File: src/lhd_pkg.sv
// ---------------------------------------------------------------------------
// lhd_pkg
// shared types, codes and helpers of the layered heat diffusion block
// ---------------------------------------------------------------------------
package lhd_pkg;

  localparam int MAX_CELLS_DEF  = 64;
  localparam int MAX_LAYERS_DEF = 4;

  localparam int T_W   = 24;
  localparam int DIV_W = 24;

  localparam logic signed [T_W-1:0] T_MAX     = 24'sh7fffff;
  localparam logic signed [T_W-1:0] T_MIN     = 24'sh800000;
  localparam logic signed [T_W-1:0] TINIT_RST = 24'sd6400;
  localparam logic [15:0]           COND_ONE  = 16'd256;

  localparam logic [1:0] STAT_OK    = 2'd0;
  localparam logic [1:0] STAT_RANGE = 2'd1;
  localparam logic [1:0] STAT_SAT   = 2'd2;

  typedef enum logic [1:0] {
    OP_FILL = 2'd0,
    OP_STEP = 2'd1,
    OP_LOAD = 2'd2,
    OP_READ = 2'd3
  } op_e;

  typedef enum logic [2:0] {
    CFG_LAYER_COUNT = 3'd0,
    CFG_HEAT_JUMP   = 3'd1,
    CFG_PERIOD_CNT  = 3'd2,
    CFG_PERIOD_LEN  = 3'd3,
    CFG_HEAT_OFFSET = 3'd4,
    CFG_HEAT_LEN    = 3'd5,
    CFG_INIT_TEMP   = 3'd6
  } cfg_e;

  typedef struct packed {
    logic               start;
    logic [2*DIV_W-1:0] dividend;
    logic [DIV_W-1:0]   divisor;
  } div_req_t;

  typedef struct packed {
    logic             done;
    logic [DIV_W-1:0] quo;
    logic [DIV_W-1:0] rem;
  } div_rsp_t;

  function automatic logic signed [T_W-1:0] sat_t(input logic signed [28:0] v);
    logic signed [T_W-1:0] r;
    if (v > 29'(T_MAX)) r = T_MAX;
    else if (v < 29'(T_MIN)) r = T_MIN;
    else r = T_W'(v);
    return r;
  endfunction

  function automatic logic is_sat(input logic signed [28:0] v);
    return (v > 29'(T_MAX)) || (v < 29'(T_MIN));
  endfunction

endpackage

File: src/lhd_div.sv
// ---------------------------------------------------------------------------
// lhd_div
// restoring divider, one quotient bit per cycle; upper dividend half below divisor
// ---------------------------------------------------------------------------
module lhd_div import lhd_pkg::*; (
  input  logic     clk_i,
  input  logic     rst_ni,
  input  div_req_t req_i,
  output div_rsp_t rsp_o
);

  localparam int CW = $clog2(DIV_W);

  logic             busy_q, done_q;
  logic [CW-1:0]    cnt_q;
  logic [DIV_W-1:0] r_q, lo_q, dvs_q;
  logic [DIV_W:0]   trial, diff;
  logic             qbit;

  assign trial = {r_q, lo_q[DIV_W-1]};
  assign diff  = trial - {1'b0, dvs_q};
  assign qbit  = trial >= {1'b0, dvs_q};

  always_ff @(posedge clk_i or negedge rst_ni) begin
    if (!rst_ni) begin
      busy_q <= 1'b0;
      done_q <= 1'b0;
      cnt_q  <= '0;
    end else begin
      done_q <= 1'b0;
      if (req_i.start) begin
        busy_q <= 1'b1;
        cnt_q  <= '0;
      end else if (busy_q) begin
        cnt_q <= cnt_q + CW'(1);
        if (cnt_q == CW'(DIV_W - 1)) begin
          busy_q <= 1'b0;
          done_q <= 1'b1;
        end
      end
    end
  end

  always_ff @(posedge clk_i) begin
    if (req_i.start) begin
      r_q   <= req_i.dividend[2*DIV_W-1:DIV_W];
      lo_q  <= req_i.dividend[DIV_W-1:0];
      dvs_q <= req_i.divisor;
    end else if (busy_q) begin
      r_q  <= qbit ? diff[DIV_W-1:0] : trial[DIV_W-1:0];
      lo_q <= {lo_q[DIV_W-2:0], qbit};
    end
  end

  assign rsp_o.done = done_q;
  assign rsp_o.quo  = lo_q;
  assign rsp_o.rem  = r_q;

endmodule

File: config.mk
export PLATFORM = sky130hd
export DESIGN_NAME = lhd_div
export DESIGN_NICKNAME = d
export VERILOG_FILES = /design/src/lhd_pkg.sv /design/src/lhd_div.sv
export SDC_FILE = /design/constraint.sdc
export NUM_CORES = 1
export LEC_CHECK = 0
export ABC_AREA = 1
export BUFFER_PORTS_ARGS = -buffer_cell sky130_fd_sc_hd__buf_4
export CORE_MARGIN = 2
export CORE_UTILIZATION = 29
export DETAILED_ROUTE_END_ITERATION = 10
export PLACE_DENSITY = 0.58
export SLEW_MARGIN = 20
export SYNTH_ARGS = -nofsm -noshare
export SYNTH_HDL_FRONTEND = slang
export SYNTH_SLANG_ARGS = --single-unit
File: constraint.sdc
create_clock -name clk_i -period 4.5 [get_ports clk_i]
set_clock_uncertainty 0.2 [all_clocks]
set_input_delay 0.9 -clock clk_i [delete_from_list [all_inputs] [get_ports clk_i]]
set_output_delay 0.9 -clock clk_i [all_outputs]
set_load 0.01 [all_outputs]
After elaboration in Yosys (flattened, before gate mapping)
Index checks and enable logic that the tools add are counted.
Word-level totals
  logic and storage cells: 24
  bits in registers: 79
  output and inout port bits: 49
Operators by class
  magnitude comparators: 1
  add/subtract/negate cells: 2
  multiplexer cells: 13
  reductions and logical operators: 1
  equality and inequality tests: 1
Operators with widths (count)
  $mux 24: 5
  $ge 25x24->1: 1
  $sub 24x24->24: 1
  $mux 5: 2
  $mux 1: 6
  $add 5x1->5 const B: 1
  $eq 5x5->1 const B: 1
  $reduce_bool 2->1: 1

Longest topological paths before layout
Gate-level depths: netlist of the first run.
  depth after elaboration: 4
  gate-level depth with buffers: 15

Least setup slack after synthesis of the first run
Ideal clock, no wire load.
  path kind: input to register
  start: input req_i[72] in the netlist's numbering
  end: register lo_q[0], enable pin
  path buffers: 2
  stages on the path: 4
  setup time: 587 ps
  path slack: 1429 ps
  arrival time: 2283 ps
  cell sequence: clkbuf_1 > inv_2 > buf_1 > nand2_1
Between the ends
  word-level cells in the longest chain between the ends: 1
Ends and longest elaborated chain
  start, declared: RTL line lhd_div.sv:8  | input div_req_t req_i,
  $reduce_bool 2->1 (no line)
  end signal, assigned: RTL line lhd_div.sv:47  | lo_q <= req_i.dividend[DIV_W-1:0];
  end signal, assigned: RTL line lhd_div.sv:51  | lo_q <= {lo_q[DIV_W-2:0], qbit};
  end, declared: RTL line lhd_div.sv:16  | logic [DIV_W-1:0] r_q, lo_q, dvs_q;
Every way passes these cells.
A chain may end at the register's enable or synchronous reset.

Final worst setup path of the first run
  start: register r_q[18]
  end: register r_q[2] (data pin)
Between the ends
  word-level cells in the longest chain between the ends: 4
Ends and longest elaborated chain
  start, declared: RTL line lhd_div.sv:16
  start signal, assigned: RTL line lhd_div.sv:46  | r_q <= req_i.dividend[2*DIV_W-1:DIV_W];
  start signal, assigned: RTL line lhd_div.sv:50  | r_q <= qbit ? diff[DIV_W-1:0] : trial[DIV_W-1:0];
  $ge 25x24->1: RTL line lhd_div.sv:22  | assign qbit = trial >= {1'b0, dvs_q};
  $mux 24: RTL line lhd_div.sv:50
  $mux 24: RTL line lhd_div.sv:49  | end else if (busy_q) begin
  $mux 24: RTL line lhd_div.sv:45  | if (req_i.start) begin
Every way passes these cells. The select of a mux whose other input is x is not followed.

==> results of run 1 <==
[through the flow]
stage          instances  total power [mW]  setup slack, ns
6_report            1069              3.95             1.63
5_1_grt             1069              4.32             1.38
4_1_cts             1069              4.01             1.58
3_5_place_dp        1053              3.19             1.59
3_3_place_gp        1053              3.19             1.64
2_1_floorplan        713              2.56             1.43
[layer usage]
| layer | track usage | vias up |
|---|---|---|
| met1 | 0.197 | 2140 |
| met5 | 0 | - |
| met3 | 0.0626 | 18 |
| met2 | 0.254 | 132 |
| met4 | 0.0458 | 0 |
| li1 | - | 2490 |
[area by class of cell]
class                           instances  share of cell area
Clock inverter                          6              0.0109
Timing Repair Buffer                  129               0.143
Multi-Input combinational cell        506               0.363
Tap cell                              229              0.0423
Inverter                              110              0.0609
Sequential cell                        79               0.345
Clock buffer                           10              0.0353
[synthesized netlist by cell type]
cell,count,area (sq um)
inv_2,2,7.51
nor2_4,2,22.5
clkbuf_1,6,22.5
nand2_2,6,37.5
nand3_1,45,225
a21oi_1,20,100
buf_6,6,67.6
ha_1,25,313
edfxtp_1,72,2160
xnor2_1,6,52.6
o21a_1,1,7.51
nand2_1,313,1170
and2_1,2,12.5
xor2_1,2,17.5
nand3_2,2,20.0
nor3_2,1,10.0
nor4_1,2,12.5
nor2_1,31,116
inv_1,108,405
nand3b_2,1,11.3
o21bai_1,2,15.0
nor3_1,4,20.0
or2_2,1,6.26
buf_2,2,10.0
nor2_2,4,25.0
nand3b_1,23,173
dfrtp_1,7,175
nand4_1,5,31.3
buf_4,1,7.51
buf_1,3,11.3
o21ai_0,7,35.0
fa_1,1,20.0
[flip-flops by register name, summed over array words and instances, names as in the netlist]
signal	count
dvs_q	24
cnt_q	5
lo_q	24
busy_q	1
r_q	24
done_q	1
[final timing paths]
path	startpoint	end	slack (ns)
worst max-delay path	r_q[18]	r_q[2]	1.63
worst min-delay path	rst_ni	cnt_q[4]	0.15
worst max register to register	r_q[18]	r_q[2]	1.63
worst min register to register	cnt_q[3]	cnt_q[3]	0.29
max in group asynchronous	rst_ni	cnt_q[1]	3.82
min in group clk_i	cnt_q[3]	cnt_q[3]	0.29
[cells in the final DEF (no fill, tap or decap)]
cell	synthesis	final
ha_1	25	25
inv_6	0	3
buf_4	1	129
inv_1	108	108
nand3_2	2	2
o21ai_0	7	7
nand3b_1	23	23
nor2_4	2	2
nor3_2	1	1
or2_2	1	1
xor2_1	2	2
clkinv_4	0	2
nor3_1	4	4
xnor2_1	6	6
o21bai_1	2	2
nand3b_2	1	1
nor2_2	4	4
o21a_1	1	1
nand3_1	45	45
nand4_1	5	5
and2_1	2	2
nand2_1	313	312
nor2_1	31	31
clkbuf_8	0	1
bufinv_16	0	1
clkbuf_16	0	9
a21oi_1	20	20
edfxtp_1	72	72
nand2_2	6	7
inv_2	2	2
dfrtp_1	7	7
nor4_1	2	2
fa_1	1	1
[where the power goes]
group	internal [mW]	leakage (nW)	switching [mW]
Clock	0.453	0.154	0.332
Combinational	0.809	2.53	1.25
Sequential	0.998	0.847	0.109
Total	2.26	3.53	1.69
[kinds of logic (layout without fill, tap and decap cells)]
group | count (synthesis) | count (layout) | share of synthesized area
fa+ha+maj | 26 | 26 | 0.0625
buf+inv | 128 | 255 | 0.0998
compound gates | 30 | 30 | 0.0296
xor+xnor | 8 | 8 | 0.0132
flops | 79 | 79 | 0.439
simple gates | 442 | 442 | 0.356
==> qor.yml, run 1 <==
outcome:
  status: "completed"
power:
  peakVddDrop_v: 0.000216
  p_leak_nw: 3.53
  powerDensity_nw_per_um2: 583
clocking:
  clock-root-buffer: "clkbuf_16"
  cts_buffer_depth: 2
  cts_resized: 0
  insertion_delay_ns: 0.35
  cts_buffers: 9
  cts_hold_buffers: 0
  htree_levels: 3
  postCtsSetupBuffers: 0
  clk_pin_slew_ns: 0.07
  cts_tree: "built"
  cts_sinks: 79
detailed_routing:
  wl_per_cell_um: 13.8
  first_pass_iters: 5
  wl_met3_um: 1290
  post_drt_via_cell_ratio: 4.47
  wl_met1_um: 6760
  vias: 4780
  drc_errors: 0
  top_layer: "met4"
  antenna_left: 0
  met2_length_um: 6550
  drt_wl_total_um: 14800
  first_iter_violations: 211
critical_path:
  cp_slowest_cell: "edfxtp_1"
  critPathMostFrequentCell: "nand2_1"
  crit_path_cell_trace: "ha_1 > nand2_1 > nor2_1 > nand2_1 > nand3b_2 > buf_4 > nand2_2 > buf_4 > o21ai_0 > nand3_1 > nand2_1"
  reg2reg_depth: 11
  endpoint_kind: "flop"
  crit_arrival_ns: 2.77
  crit_buf_inv: 2
  startpoint_type: "flop"
  path_class: "reg2reg"
  worst-path-stages: 11
  cp_top_family: "simple AND/OR/NAND/NOR gates"
  required_ns: 4.41
  crit_path_max_incr_delay_ns: 0.42
  critPathMaxFanout: 20
sta:
  fin_crit_sh: 0.637
  slew_viol_final: 0
  finalSetupTns_ns: 0
  max_freq_mhz: 349
  holdWs_ns: 0.148
  finalCriticalPeriod_ns: 2.87
  maxSlewHeadroom: 0.458
  rsz0062_at_grt: "false"
  setup_viol: 0
  tightestPinTransition_ns: 0.813
  hold_viol: 0
hold_path:
  hold_path.class: "in2async"
cells_and_area:
  multiInputGateArea_sq_um: 2460
  design_area_sq_um: 6780
  num-fill-cells: 1955
  fin_util: 0.376
  seqCellArea_sq_um: 2340
  diodes: 0
  syn_to_final_growth_pct: 27.2
  drive_gt1_frac: 0.196
  fin_nets: 936
synthesis:
  seq_area_frac_synth: 0.439
  syn_nets: 814
  ys.warnings.count: 0
  synthCells: 713
  ys_types: 32
  ys_ff_latch: 79
  syn_avg_cell_area_sq_um: 7.47
  netlist_area_sq_um: 5330
placed_design:
  hpwl_um: 11200
  gp_congestion: 0.844
  place_area_sq_um: 6470
  io_buffer_count: 123
die:
  fp.dieArea_sq_um: 19500
  die_w_um: 140
  ios: 124
  start_util: 0.296
  rows: 49
  die_h_um: 140
  core_sq_um: 18000
global_route:
  grtUsageTotal: 0.158
  grt_pass1_vias: 4855
  antenna_found_initial: 0
  grt_max_degree: 74
  grt_first_pass_wirelength_um: 24400
  grt_overflow: 0
flow_run:
  cap_violations: 0
No activity file was read; power rests on OpenSTA's default activity.
==> run 2: changes to the inputs <==
- PLACE_DENSITY: 0.58 -> 0.6
- clock period: 4.5 -> 2.5 ns (I/O delays scaled with it)
==> run 2 against run 1 <==
Die area unchanged. Largest power group unchanged. Sequential cell count unchanged. Hold slack worse by 0.032 ns. Setup slack worse by 1.5 ns. Core utilization up 3.1 points. Non-clock buffer count up 34. Sequential share of layout area down 2.6 points. Via count up 2.0%. Global-route usage up 0.26 points.
==> qor.yml, run 2 (synthesized netlist as in run 1, its figures left out) <==
outcome:
  status: "completed"  # unchanged
critical_path:
  r2r_slack_ns: 0.1  # was 1.63 ns
  critPathMaxFanout: 6  # was 20
  startpoint_type: "flop"  # unchanged
  crit_arrival_ns: 2.32  # was 2.77 ns
  path_class: "reg2reg"  # unchanged
  required_ns: 2.41  # was 4.41 ns
  reg2reg_depth: 10  # was 11
  endpoint_kind: "flop"  # unchanged
sta:
  tightestPinTransition_ns: 0.517  # was 0.813 ns
  hold_viol: 0  # unchanged
  setup_viol: 0  # unchanged
  maxSlewHeadroom: 0.655  # was 0.458
  fin_crit_sh: 0.962  # was 0.637
  holdWs_ns: 0.116  # was 0.148 ns
  slew_viol_final: 0  # unchanged
  max_freq_mhz: 416  # was 349 MHz
  finalCriticalPeriod_ns: 2.40  # was 2.87 ns
  finalSetupTns_ns: 0  # unchanged
cells_and_area:
  final_cells: 1103  # was 1069
  top_regs: "dvs_q x24, lo_q x24, r_q x24"  # unchanged
  diodes: 0  # unchanged
  fin_util: 0.407  # was 0.376
  layout_common_cells: "nand2_1 (306), buf_4 (157), inv_1 (108)"  # was nand2_1 (312), buf_4 (129), inv_1 (108)
  num-fill-cells: 1901  # was 1955
  drive_gt1_frac: 0.264  # was 0.196
  syn_to_final_growth_pct: 37.8  # was 27.2%
  fin_nets: 970  # was 936
  final_common_cell: "nand2_1"  # unchanged
placed_design:
  place_inst: 1081  # was 1053
  io_buffer_count: 123  # unchanged
  hpwl_um: 11800  # was 11200 um
  gp_congestion: 0.925  # was 0.844
detailed_routing:
  first_pass_iters: 4  # was 5
  antenna_left: 0  # unchanged
  first_iter_violations: 210  # was 211
  drt_wl_total_um: 15400  # was 14800 um
  post_drt_via_cell_ratio: 4.42  # was 4.47
  wl_per_cell_um: 13.9  # was 13.8 um
  drc_errors: 0  # unchanged
  vias: 4874  # was 4780
clocking:
  cts_tree: "built"  # unchanged
  cts_buffer_depth: 2  # unchanged
  cts_buffers: 9  # unchanged
  clk_pin_slew_ns: 0.07  # about the same
  insertion_delay_ns: 0.36  # was 0.35 ns
  clock-root-buffer: "clkbuf_16"  # unchanged
  cts_sinks: 79  # unchanged
  htree_levels: 3  # unchanged
global_route:
  grtUsageMet3: 0.0557  # was 0.0626
  antenna_found_initial: 0  # unchanged
  grt_pass1_vias: 4894  # was 4855
  grt_first_pass_wirelength_um: 24900  # was 24400 um
  grt_max_degree: 48  # was 74
  busiest_layer: "met2"  # unchanged
  grtUsageTotal: 0.160  # was 0.158
  grtUsageMet2: 0.254  # unchanged
  grt_overflow: 0  # unchanged
  grt_use_met1: 0.208  # was 0.197
die:
  die_h_um: 140  # unchanged
  die_w_um: 140  # unchanged
  rows: 49  # unchanged
  start_util: 0.296  # unchanged
  ios: 124  # unchanged
  fp.dieArea_sq_um: 19500  # unchanged
  core_sq_um: 18000  # unchanged
power:
  p_leak_nw: 3.72  # was 3.53 nW
  powerDensity_nw_per_um2: 1070  # was 583 nW/um^2
  peakVddDrop_v: 0.000485  # was 0.000216 V
flow_run:
  cap_violations: 0  # unchanged
hold_path:
  whs_path_depth: 1
  hold_path.class: "in2reg"  # was in2async
## run 2: cell count changes in the layout (fill, tap and decap cells not counted), moves of 3 or more
| cell | delta |
|---|---|
| buf_4 | +28 |
| ha_1 | -19 |
| ha_2 | +3 |
| ha_4 | +16 |
| nand2_1 | -6 |
| nand2_2 | +4 |
| nor2_1 | -3 |
## run 2: path summary, 6_finish.rpt
kind | endpoint | startpoint
max in group asynchronous | cnt_q[0] | rst_ni
min in group asynchronous | cnt_q[4] | rst_ni
worst min-delay path | dvs_q[16] | req_i[16]
worst max register to register | r_q[2] | r_q[16]
worst min register to register | cnt_q[3] | cnt_q[3]
worst max-delay path | r_q[2] | r_q[16]
## run 2: layout make-up
class / instances / area [sq um] / area share
Multi-Input combinational cell: 506 / 2740 / 0.373
Sequential cell: 79 / 2340 / 0.318
Timing Repair Buffer: 163 / 1270 / 0.172
Inverter: 110 / 413 / 0.0562
Tap cell: 229 / 287 / 0.0390
Clock buffer: 10 / 229 / 0.0312
Clock inverter: 6 / 68.8 / 0.00937
## run 2: report_power, final
group / internal, mW / total (mW) / switching, mW
Clock: 0.780 / 1.36 / 0.584
Combinational: 2.01 / 4.46 / 2.45
Sequential: 1.80 / 2.05 / 0.250
Total: 4.59 / 7.87 / 3.28
## run 2: repair_timing
action,CTS,global route
endpoints found under the hold margin,7,0
resized for setup,1,46
buffers inserted,0,5
hold buffers,1,0
endpoints found under the setup margin,1,24
pin swaps,0,2
## run 2: per-stage QoR
step	setup WS, ns	cell area [sq um]	power (mW)
after floorplan	0.212	5330	4.61
after global placement	0.0491	6700	6.04
after detailed placement	0.00318	6700	6.05
after CTS	0.0100	7010	7.46
after global routing	-0.0346	7340	8.59
final	0.0962	7340	7.87
## run 2: layer usage
layer	up-vias	wire length, um
li1	2560	-
met1	2162	7120
met2	132	6860
met3	20	1160
met4	0	247
met5	-	0
## run 2: worst max-delay path: stages, from the launching register on
cell and delay [ns]:
edfxtp_1 0.47, ha_4 0.33, nand2_1 0.09, nor2_1 0.16
nand2_1 0.10, nand3b_2 0.27, nand2_4 0.15, buf_4 0.16
o21ai_0 0.09, nand3_1 0.08, nand2_1 0.05
